<file path="config.mk">
export PLATFORM = sky130hd
export DESIGN_NAME = scfla_ctrl
export DESIGN_NICKNAME = d
export VERILOG_FILES = /design/src/hw/rtl/scfla_pkg.sv /design/src/hw/rtl/scfla_ctrl.sv
export SDC_FILE = /design/constraint.sdc
export NUM_CORES = 1
export LEC_CHECK = 0
export ABC_AREA = 1
export CORE_UTILIZATION = 30
export CTS_BUF_LIST = sky130_fd_sc_hd__clkbuf_8
export CTS_CLUSTER_SIZE = 20
export DETAILED_ROUTE_END_ITERATION = 10
export DONT_BUFFER_PORTS = 1
export GPL_TIMING_DRIVEN = 0
export HOLD_SLACK_MARGIN = 0.02
export PLACE_DENSITY = 0.55
export REMOVE_ABC_BUFFERS = 1
export SKIP_CTS_REPAIR_TIMING = 1
export SLEW_MARGIN = 20
export SYNTH_ARGS = -nofsm -noshare
export SYNTH_HDL_FRONTEND = slang
export SYNTH_SLANG_ARGS = --single-unit
export TNS_END_PERCENT = 50
</file>
<file path="constraint.sdc">
create_clock -name clk -period 3.25 [get_ports clk]
set_input_delay 0.1625 -clock clk [delete_from_list [all_inputs] [get_ports clk]]
set_output_delay 0.1625 -clock clk [all_outputs]
set_load 0.03 [all_outputs]
</file>
<file path="src/hw/rtl/scfla_pkg.sv">
// Shared types, constants and the helper function of the size-class allocator.
`default_nettype none
package scfla_pkg;

  localparam int ADDR_W      = 18;
  localparam int GRAN_W      = 14;
  localparam int CLS_W       = 4;
  localparam int NUM_CLASSES = 12;
  localparam int POOL_CHUNKS = 16;
  localparam int CARVED_W    = 5;
  localparam int CHUNK_IDX_W = 4;
  localparam int CHUNK_GRAN_W = 10;
  localparam int COPY_W      = 14;
  localparam int REQ_W       = 32;
  localparam int MAX_W       = 15;
  localparam logic [REQ_W-1:0] TOO_BIG_LIMIT = 32'd16368;
  localparam logic [MAX_W-1:0] HEADER_BYTES  = 15'd16;
  localparam logic [CARVED_W-1:0] RESET_AVAIL = 5'd16;

  typedef enum logic [1:0] {
    MODE_ALLOC   = 2'd0,
    MODE_FREE    = 2'd1,
    MODE_REALLOC = 2'd2,
    MODE_RELEASE = 2'd3
  } mode_t;

  typedef enum logic [2:0] {
    ST_OK      = 3'd0,
    ST_OOM     = 3'd1,
    ST_TOO_BIG = 3'd2,
    ST_REJECT  = 3'd3,
    ST_NULL    = 3'd4
  } status_t;

  typedef enum logic [1:0] {
    RES_NONE   = 2'd0,
    RES_STATUS = 2'd1,
    RES_KEEP   = 2'd2,
    RES_TAKE   = 2'd3
  } res_kind_t;

  typedef enum logic [3:0] {
    S_INIT, S_IDLE, S_DECODE, S_CHECK, S_CARVE, S_TAKE_RD, S_TAKE, S_GIVE, S_WIPE, S_FINISH
  } state_t;

  typedef struct packed {
    logic      load;
    logic      wipe_start;
    logic      wipe_step;
    logic      carve_start;
    logic      carve_step;
    logic      take;
    logic      give;
    res_kind_t res;
    status_t   code;
    logic      out_load;
  } sca_cmd_t;

  typedef struct packed {
    mode_t mode;
    logic  is_null;
    logic  too_big;
    logic  head_ok;
    logic  carve_ok;
    logic  addr_ok;
    logic  in_use;
    logic  keep;
    logic  carve_last;
    logic  wipe_last;
    logic  out_busy;
  } sca_stat_t;

  // Smallest class whose block holds need bytes, given need - 1.
  function automatic logic [CLS_W-1:0] class_of(input logic [GRAN_W-1:0] nm1);
    logic [CLS_W-1:0] len;
    len = '0;
    for (int i = 0; i < GRAN_W; i++) begin
      if (nm1[i]) len = CLS_W'(i + 1);
    end
    if (len < 4'd4) len = 4'd4;
    return len - 4'd3;
  endfunction

endpackage
`default_nettype wire

</file>
<file path="src/hw/rtl/scfla_ctrl.sv">
// Controller state machine of the allocator.
`default_nettype none
module scfla_ctrl (
  input  wire                       clk,
  input  wire                       rst_n,
  input  wire                       in_valid,
  output logic                      in_ready,
  input  wire scfla_pkg::sca_stat_t stat,
  output scfla_pkg::sca_cmd_t       cmd
);

  scfla_pkg::state_t state_r, state_nxt;

  always_ff @(posedge clk) begin
    if (!rst_n) state_r <= scfla_pkg::S_INIT;
    else        state_r <= state_nxt;
  end

  always_comb begin
    state_nxt = state_r;
    unique case (state_r)
      scfla_pkg::S_INIT:   if (stat.wipe_last) state_nxt = scfla_pkg::S_IDLE;
      scfla_pkg::S_IDLE:   if (in_valid) state_nxt = scfla_pkg::S_DECODE;
      scfla_pkg::S_DECODE: begin
        priority if (stat.mode == scfla_pkg::MODE_RELEASE) begin
          state_nxt = scfla_pkg::S_WIPE;
        end else if (stat.mode == scfla_pkg::MODE_ALLOC ||
                     (stat.mode == scfla_pkg::MODE_REALLOC && stat.is_null)) begin
          priority if (stat.too_big) state_nxt = scfla_pkg::S_FINISH;
          else if (stat.head_ok)     state_nxt = scfla_pkg::S_TAKE;
          else if (stat.carve_ok)    state_nxt = scfla_pkg::S_CARVE;
          else                       state_nxt = scfla_pkg::S_FINISH;
        end else if (stat.is_null || !stat.addr_ok) begin
          state_nxt = scfla_pkg::S_FINISH;
        end else begin
          state_nxt = scfla_pkg::S_CHECK;
        end
      end
      scfla_pkg::S_CHECK: begin
        priority if (!stat.in_use || stat.mode == scfla_pkg::MODE_FREE || stat.keep ||
                     stat.too_big) state_nxt = scfla_pkg::S_FINISH;
        else if (stat.head_ok)     state_nxt = scfla_pkg::S_TAKE;
        else if (stat.carve_ok)    state_nxt = scfla_pkg::S_CARVE;
        else                       state_nxt = scfla_pkg::S_FINISH;
      end
      scfla_pkg::S_CARVE:   if (stat.carve_last) state_nxt = scfla_pkg::S_TAKE_RD;
      scfla_pkg::S_TAKE_RD: state_nxt = scfla_pkg::S_TAKE;
      scfla_pkg::S_TAKE: begin
        if (stat.mode == scfla_pkg::MODE_REALLOC && !stat.is_null)
          state_nxt = scfla_pkg::S_GIVE;
        else
          state_nxt = scfla_pkg::S_FINISH;
      end
      scfla_pkg::S_GIVE:   state_nxt = scfla_pkg::S_FINISH;
      scfla_pkg::S_WIPE:   if (stat.wipe_last) state_nxt = scfla_pkg::S_FINISH;
      scfla_pkg::S_FINISH: if (!stat.out_busy) state_nxt = scfla_pkg::S_IDLE;
      default:             state_nxt = scfla_pkg::S_IDLE;
    endcase
  end

  always_comb begin
    cmd = '0;
    cmd.res  = scfla_pkg::RES_NONE;
    cmd.code = scfla_pkg::ST_OK;
    in_ready = 1'b0;
    unique case (state_r)
      scfla_pkg::S_INIT: cmd.wipe_step = 1'b1;
      scfla_pkg::S_IDLE: begin
        in_ready = 1'b1;
        cmd.load = in_valid;
      end
      scfla_pkg::S_DECODE: begin
        priority if (stat.mode == scfla_pkg::MODE_RELEASE) begin
          cmd.wipe_start = 1'b1;
          cmd.res = scfla_pkg::RES_STATUS;
        end else if (stat.mode == scfla_pkg::MODE_ALLOC ||
                     (stat.mode == scfla_pkg::MODE_REALLOC && stat.is_null)) begin
          priority if (stat.too_big) begin
            cmd.res = scfla_pkg::RES_STATUS;
            cmd.code = scfla_pkg::ST_TOO_BIG;
          end else if (stat.head_ok) begin
          end else if (stat.carve_ok) begin
            cmd.carve_start = 1'b1;
          end else begin
            cmd.res = scfla_pkg::RES_STATUS;
            cmd.code = scfla_pkg::ST_OOM;
          end
        end else if (stat.is_null) begin
          cmd.res = scfla_pkg::RES_STATUS;
          cmd.code = scfla_pkg::ST_NULL;
        end else if (!stat.addr_ok) begin
          cmd.res = scfla_pkg::RES_STATUS;
          cmd.code = scfla_pkg::ST_REJECT;
        end else begin
          // A plausible address goes on to the in-use check.
          cmd.res = scfla_pkg::RES_NONE;
        end
      end
      scfla_pkg::S_CHECK: begin
        priority if (!stat.in_use) begin
          cmd.res = scfla_pkg::RES_STATUS;
          cmd.code = scfla_pkg::ST_REJECT;
        end else if (stat.mode == scfla_pkg::MODE_FREE) begin
          cmd.give = 1'b1;
          cmd.res = scfla_pkg::RES_STATUS;
        end else if (stat.keep) begin
          cmd.res = scfla_pkg::RES_KEEP;
        end else if (stat.too_big) begin
          cmd.res = scfla_pkg::RES_STATUS;
          cmd.code = scfla_pkg::ST_TOO_BIG;
        end else if (stat.head_ok) begin
        end else if (stat.carve_ok) begin
          cmd.carve_start = 1'b1;
        end else begin
          cmd.res = scfla_pkg::RES_STATUS;
          cmd.code = scfla_pkg::ST_OOM;
        end
      end
      scfla_pkg::S_CARVE: cmd.carve_step = 1'b1;
      scfla_pkg::S_TAKE: begin
        cmd.take = 1'b1;
        cmd.res = scfla_pkg::RES_TAKE;
      end
      scfla_pkg::S_GIVE:   cmd.give = 1'b1;
      scfla_pkg::S_WIPE:   cmd.wipe_step = 1'b1;
      scfla_pkg::S_FINISH: cmd.out_load = !stat.out_busy;
      default: ;
    endcase
  end

`ifndef SYNTHESIS
  a_one_inuse_write: assert property (@(posedge clk) disable iff (!rst_n)
    !(cmd.take && cmd.give)) else $error("take and give in one cycle");
  a_take_follows: assert property (@(posedge clk) disable iff (!rst_n)
    state_r == scfla_pkg::S_TAKE |=> state_r == scfla_pkg::S_GIVE ||
                                      state_r == scfla_pkg::S_FINISH)
    else $error("pop not followed by give or finish");
  a_load_idle: assert property (@(posedge clk) disable iff (!rst_n)
    cmd.load |-> state_r == scfla_pkg::S_IDLE) else $error("load outside idle");
`endif

endmodule
`default_nettype wire

</file>
* Word-level counts from Yosys, hierarchy flattened
Index checks and enable logic that the tools add are counted.
Widths: inputs -> output; s select.
** Word-level totals
- Register bits :: 4
- Latch bits :: 0
- RAM bits :: 0
- Bits in read-only memories :: 0
- Bits of input ports :: 15
- Output and inout bits :: 14
- Logic and storage cells :: 83
- Memories kept :: 0
** Cells by class
- Add/subtract/negate cells :: 0
- Multipliers :: 0
- Div/mod/pow operators :: 0
- $lt $le $gt $ge :: 0
- Equal/unequal tests :: 17
- Shift operators :: 0
- Multiplexer cells :: 50
- Bitwise logic cells :: 0
- Reduce and logical (&&, ||, !) cells :: 15
** Operators by type and width (number)
- $mux 4 :: 16
- $pmux 4 s10 :: 1
- $mux 1 :: 19
- $eq 4x3->1 const B :: 4
- $mux 5 :: 3
- $ne 2x2->1 const B :: 5
- $mux 3 :: 3
- $eq 4x2->1 const B :: 2
- $eq 4x4->1 const B :: 2
- $mux 2 :: 4
- $pmux 2 s3 :: 1
- $pmux 3 s2 :: 1
- $logic_or 1x1->1 :: 5
- $reduce_and 5->1 :: 1
- $eq 2x2->1 const B :: 2
- $eq 4x1->1 const B :: 1
- $logic_not 1->1 :: 4
- $logic_not 4->1 :: 1
- $pmux 1 s2 :: 2
- $eq 2x1->1 const B :: 1
- $logic_and 1x1->1 :: 2
- $logic_not 2->1 :: 1
- $reduce_or 2->1 :: 1

* Longest topological paths before layout
Gate-level depths: netlist (run 1).
- Depth after elaboration :: 7
- Gate-level depth with buffers :: 9
- Depth with buffers taken out :: 9

* Least setup slack after synthesis (run 1)
Ideal clock, no wire load.
- Path kind :: reg-to-output
- Start point :: reg state_r[2]
- End point :: out cmd[9] in the netlist's numbering
- Arrival time :: 1726 ps
- Data required time :: 3087 ps
- Path slack :: 1362 ps
- Stages on the path, launching flop included :: 6
- Buffers on the path :: 0
- Cell sequence :: dfxtp_1 -> nor2_2 -> nand3_1 -> nor2_1 -> a21oi_1 -> nor4_1
** RTL lines
- start: declaration :: line scfla_ctrl.sv:12 : scfla_pkg::state_t state_r, state_nxt;
- start signal: assignment :: line scfla_ctrl.sv:15 : if (!rst_n) state_r <= scfla_pkg::S_INIT;
- start signal: assignment :: line scfla_ctrl.sv:16 : else state_r <= state_nxt;
- end: declaration :: line scfla_ctrl.sv:9 : output scfla_pkg::sca_cmd_t cmd

==> summary.txt, run 1 <==
Final layout
  – Net count reported at finish: 134
  – Ratio of cells with drive above 1 in the final layout: 20.51%
  – Area added between synthesis and finish: 13.16%
  – Register Area: 80.08 um^2
  – Leading cell types in the layout, fill and taps excluded: 20 x nand2_1, 18 x nor2_1, 16 x inv_1, 9 x nand3_1
  – Flip-flop count of the largest register, all copies and words added: 4
  – Commonest non-fill, non-tap cell in the layout: nand2_1
  – Biggest register: state_r
  – Layout fillers: 234
  – Area taken by multi-input logic gates: roughly 470 um^2
  – Regs by FF count: state_r x4
  – Final cell area excluding filler cells: 699.4 um^2
  – Ant. Diodes: 0

Worst setup path
  – Critical Path Stages: 3
  – Setup crit start kind: register
  – Critical path's slowest cell: o31ai_1
  – CP bufs+invs: 0
  – Cell-by-cell listing of the critical path: nor2_2 -> nand3_1 -> o31ai_1
  – Worst path max stage delay: around 0.85 ns
  – Critical Path Start: state_r[2]
  – Arrival time reported for the critical path endpoint: 1.80 ns
  – Register-to-register setup slack: 1.62 ns
  – Worst path top cell family by delay: compound AO/OA/AOI/OAI gates
  – End of the critical path: cmd[5]
  – Destination of the worst register-to-register timing path: state_r[3]
  – Data required, critical path: 3.09 ns
  – Number of cells on the worst reg-to-reg path: 7
  – Startpoint of the worst register-to-register path: state_r[3]
  – Maximum fanout along the worst path: 6
  – Worst setup EP type: output port
  – Start-to-end type of the worst setup path: register to output port

Pwr
  – Relative contribution of the clock network to total power: 23.2%
  – Sequential fraction of design power: 19.2%
  – Power Density: 624.7 nW/um^2
  – Pleak: 0.3215 nW
  – Maximum ir drop on the vdd rail: around 0.25 mV
  – Sw Pwr: 0.2282 mW
  – PnR Total Power: 0.4369 mW
  – Combinational fraction of design power: 57.6%
  – Int Pwr: about 0.21 mW
  – Fraction of power spent switching nets: 52.24%

STA
  – Tightest Pin Transition: 0.9761 ns
  – Setup Total Neg Slack: 0 ns
  – Worst clock skew: 0.001148 ns
  – Final Setup Violations: 0
  – RSZ-0062 raised after global routing: false
  – Final Hold Viols: 0
  – Fraction of the cycle the final worst path needs: 60.48%
  – Worst hold slack: 0.05894 ns
  – Pins over their slew limit: 0
  – Fin crit period: approximately 2.0 ns
  – Maximum clock frequency: 508.7 MHz
  – Max-slew headroom: about a third

Min path
  – Launch instance of the worst min-delay path: rst_n
  – Hold Path Class: input pin to register

Clock network
  – TritonCTS buffer count: 3
  – Clock slew seen by the registers of the worst setup and hold paths: 0.03 ns
  – Number of sinks handled by clock tree synthesis: 4
  – Number of levels in the clock H-tree: 1
  – TritonCTS clock tree: built
  – Clk buf depth: 2
  – Clock latency on the worst-skew pair: 0.21 ns
  – Clock tree root buffer cell: clkbuf_8

Floorplanning
  – FP Rows: 16
  – Core area: approximately 1900 um^2
  – Top-level I/O count: 29
  – X dimension of the die: 47.39 um
  – Area of the die: about 2200 um^2
  – Die outline height: between 40 and 50 um
  – Starting Density: 31.83%

GRT
  – GRT Resource Usage Total: around 15%
  – Number of global-route vias before repair: 625
  – Number of antenna violations at the first check in global routing: 0
  – Maximum number of pins on one net before global-route repair: 7
  – Global-route congestion overflow total: 0
  – Wire length of the first global-routing pass: 2470 um

Placement
  – Placed instance area: 658.1 um^2
  – GPL Wtd Cong: around 0.84
  – Count of buffers from port buffering: 0
  – DPL Wire Length: approximately 1300 um

Routing
  – Drt initial violations: 10
  – Number of iterations in the first detailed-routing pass: 4
  – Routed via count: between 700 and 800
  – Antenna-violating nets left: 0
  – Final routed DRC violation total: 0
  – Post-detailed-route wirelength per cell: 10.86 um
  – Vias per inst: 4.993
  – Total wirelength of the detailed-routed design: between 1500 and 2000 um

Synthesis
  – Post-synthesis register bit count: 4
  – Share of the yosys chip area belonging to registers: 12.96%
  – Syn Inst Count: 114
  – Distinct cell type count of the synthesized netlist: 23
  – Number of warning messages in the yosys log: 0
  – Post-synthesis cell area: 618.1 um^2
  – Mapped Avg Cell Area: 5.422 um^2

Flow run
  – Max_cap viols: 0

Status
  – Outcome: finished clean
[power by group through the flow]
stage	clock network, mW	registers, mW	logic, mW
final	0.102	0.0838	0.252
after global routing	0.109	0.0856	0.280
after CTS	0.103	0.0838	0.253
after detailed placement	0	0.0844	0.250
after global placement	0	0.0843	0.248
after floorplan	0	0.0790	0.221
[stage by stage]
step | util, % | setup WS (ns) | instances
finish | 36.02 | 1.284 | 144
global route | 36.02 | 1.170 | 144
floorplan | - | 1.362 | 114
CTS | 36.02 | 1.279 | 144
global placement | 33.57 | 1.216 | 141
detailed placement | 33.89 | 1.505 | 141
[worst register-to-register path: stages, from the launching register on]
cell	delay (ns)
dfxtp_1	0.35
inv_2	0.09
nand2_2	0.09
nor2_1	0.50
nand2_1	0.13
nand2_2	0.13
o21ai_0	0.11
a21oi_1	0.16
[synth_stat cells (all sizes together)]
| cell type | number | area share [%] |
|---|---|---|
| nand2 | 27 | 19 |
| nand3 | 10 | 8.9 |
| nor4 | 1 | 1.0 |
| o22ai | 1 | 1.0 |
| inv | 21 | 13 |
| nand3b | 1 | 1.2 |
| a21oi | 3 | 3.0 |
| dfxtp | 4 | 13 |
| o21ai | 14 | 13 |
| a31oi | 1 | 1.0 |
| nor3 | 4 | 3.2 |
| a32o | 2 | 3.2 |
| nor2 | 23 | 17 |
| o211ai | 1 | 1.2 |
| o31ai | 1 | 1.2 |
[logic make-up after synthesis]
| family | Yosys count | share of synthesized area (%) |
|---|---|---|
| and+or+nand+nor | 66 | 50.40 |
| buffers and inverters | 21 | 12.75 |
| AOI/OAI and AO/OA | 23 | 23.89 |
| DFF | 4 | 12.96 |
[area by class of cell]
class | instances | area share, %
clock buffers | 3 | 5.903
inverters | 21 | 11.27
multi-input cells | 89 | 66.55
flip-flops and latches | 4 | 11.45
well taps | 27 | 4.830
[worst min-delay path by stage]
stage                     depth (start not counted)  slack [ns]    endpoint
after floorplan                                   2        0.27  state_r[2]
after global placement                            2        0.28  state_r[2]
after detailed placement                          2        0.28  state_r[2]
after CTS                                         2        0.06  state_r[2]
after global routing                              2        0.07  state_r[2]
final                                             2        0.06  state_r[2]
[metal layers]
metal,routed length [um],vias to the layer above,track usage [%]
li1,-,380,-
met1,752,321,20.63
met2,738,18,25.21
met3,73,0,1.923
met4,0,0,3.429
met5,0,-,0
Power figures use the tool's default switching activity.
==> run 2: changes to the inputs <==
--- a/config.mk
+++ b/config.mk
@@ -13,7 +13,7 @@
 export DONT_BUFFER_PORTS = 1
 export GPL_TIMING_DRIVEN = 0
 export HOLD_SLACK_MARGIN = 0.02
-export PLACE_DENSITY = 0.55
+export PLACE_DENSITY = 0.56
 export REMOVE_ABC_BUFFERS = 1
 export SKIP_CTS_REPAIR_TIMING = 1
 export SLEW_MARGIN = 20
==> constraint.sdc (replaced) <==
create_clock -name clk -period 1.8 [get_ports clk]
set_input_delay 0.09 -clock clk [delete_from_list [all_inputs] [get_ports clk]]
set_output_delay 0.09 -clock clk [all_outputs]
set_load 0.03 [all_outputs]
==> summary.txt, run 2 (synthesized netlist as in run 1, its figures left out) <==
GRT
  – GRT met3 Usage: 2.308%
  – GRT Resource Usage Total: 15.61%
  – GR Util met1: 18.14%
  – Global-route congestion overflow total: 0
  – Number of global-route vias before repair: 634
  – Wire length of the first global-routing pass: 2484 um
  – Maximum number of pins on one net before global-route repair: 7
  – Routing usage on met2: 28.77%
  – Number of antenna violations at the first check in global routing: 0
  – Layer carrying the most global-route usage: met2

STA
  – Worst clock skew: 0.003045 ns
  – Fraction of the cycle the final worst path needs: 105.7%
  – Tightest Pin Transition: 0.9098 ns
  – Final Hold Viols: 0
  – Pins over their slew limit: 0
  – Fin crit period: 1.902 ns
  – Final Setup Violations: 1
  – Maximum clock frequency: roughly 530 MHz
  – Setup WS post-layout: -0.1021 ns
  – RSZ-0062 raised after global routing: true
  – Setup Total Neg Slack: -0.1021 ns
  – Max-slew headroom: 38.88%

Final layout
  – Non-filler cells in the finished layout: 145
  – Layout fillers: between 200 and 250
  – Leading cell types in the layout, fill and taps excluded: 20 x nand2_1, 18 x nor2_1, 16 x inv_1, 9 x nand3_1
  – Area added between synthesis and finish: 17.00%
  – Commonest non-fill, non-tap cell in the layout: nand2_1
  – Regs by FF count: state_r x4
  – Ratio of cells with drive above 1 in the final layout: 21.19%
  – Biggest register: state_r
  – Ant. Diodes: 0
  – Net count reported at finish: 135
  – Flip-flop count of the largest register, all copies and words added: 4
  – Final design utilization: 37.24%

Min path
  – Hold Path Class: input pin to register

Floorplanning
  – Top-level I/O count: 29
  – Die outline height: 47.39 um
  – Starting Density: 31.83%
  – FP Rows: 16
  – X dimension of the die: 47.39 um
  – Area of the die: 2246 um^2
  – Core area: 1942 um^2

Clock network
  – Clock latency on the worst-skew pair: 0.22 ns
  – Clk buf depth: 2
  – Number of sinks handled by clock tree synthesis: 4
  – Number of levels in the clock H-tree: 1
  – Clock slew seen by the registers of the worst setup and hold paths: 0.03 ns
  – TritonCTS buffer count: 3
  – TritonCTS clock tree: built
  – Clock tree root buffer cell: clkbuf_8

Placement
  – Placed cell count: about 140
  – Count of buffers from port buffering: 0
  – Worst slack after detailed placement: 0.09389 ns
  – GPL Wtd Cong: 0.8448
  – DPL Wire Length: between 1000 and 1500 um

Pwr
  – Power Density: 1109 nW/um^2
  – Maximum ir drop on the vdd rail: about 0.35 mV
  – Pleak: 0.3299 nW
  – PnR Total Power: 0.8022 mW

Status
  – Outcome: finished with violations
  – Violations in the final reports: negative setup slack

Worst setup path
  – Setup crit start kind: register
  – Arrival time reported for the critical path endpoint: ~1.8 ns
  – Register-to-register setup slack: between 0.15 and 0.2 ns
  – Data required, critical path: 1.71 ns
  – Start-to-end type of the worst setup path: register to output port
  – Maximum fanout along the worst path: 6
  – Worst setup EP type: output port

Flow run
  – Max_cap viols: 0

Routing
  – Vias per inst: 5.255
  – Total wirelength of the detailed-routed design: 1673 um
  – Final routed DRC violation total: 0
  – Drt initial violations: 19
  – Antenna-violating nets left: 0
  – Post-detailed-route wirelength per cell: 11.54 um
  – Routed via count: 762
  – Number of iterations in the first detailed-routing pass: 4
run 2: cell types whose count changed in the layout (fill, tap and decap cells not counted):
cell           before  now
nor4_4              0    1
o31ai_2             0    1
nor4_2              1    0
o31ai_1             1    0
dlygate4sd3_1       0    1
run 2: final timing paths:
check / start / endpoint / cells after the start
hold / removal: rst_n / state_r[0] / 2
setup / recovery: state_r[2] / cmd[4] / 5
hold reg to reg: state_r[3] / state_r[3] / 2
setup reg to reg: state_r[2] / state_r[3] / 6
run 2: cell type report:
| class | count | area, um^2 | share of cell area (%) |
|---|---|---|---|
| multi-input cells | 89 | 479.2 | 66.26 |
| flip-flops and latches | 4 | 80.08 | 11.07 |
| inverters | 21 | 78.83 | 10.90 |
| clock buffers | 3 | 41.29 | 5.709 |
| well taps | 27 | 33.78 | 4.671 |
| repair buffers | 1 | 10.01 | 1.384 |
run 2: per-layer routing:
| layer | share of wire (%) | vias to the layer above |
|---|---|---|
| li1 | - | 380 |
| met1 | 45 | 338 |
| met2 | 47 | 40 |
| met3 | 6.6 | 4 |
| met4 | 1.7 | 0 |
| met5 | 0 | - |
run 2: power breakdown:
group	switching (mW)	internal, mW
Combinational	0.337	0.125
Clock	0.0475	0.143
Sequential	0.0390	0.112
run 2: through the flow:
| step | cell area, um^2 | hold slack, ns |
|---|---|---|
| after floorplan | 618.1 | 0.1957 |
| after global placement | 651.9 | 0.2137 |
| after detailed placement | 658.1 | 0.2136 |
| after CTS | 699.4 | -0.009083 |
| after global routing | 723.2 | 0.06139 |
| final | 723.2 | 0.02953 |
run 2: critical path: stages, from the launching register on:
cell      delay [ns]
dfxtp_1         0.34
nor2_2          0.18
nand3_1         0.24
inv_1           0.17
o21ai_0         0.10
o211ai_1        0.56
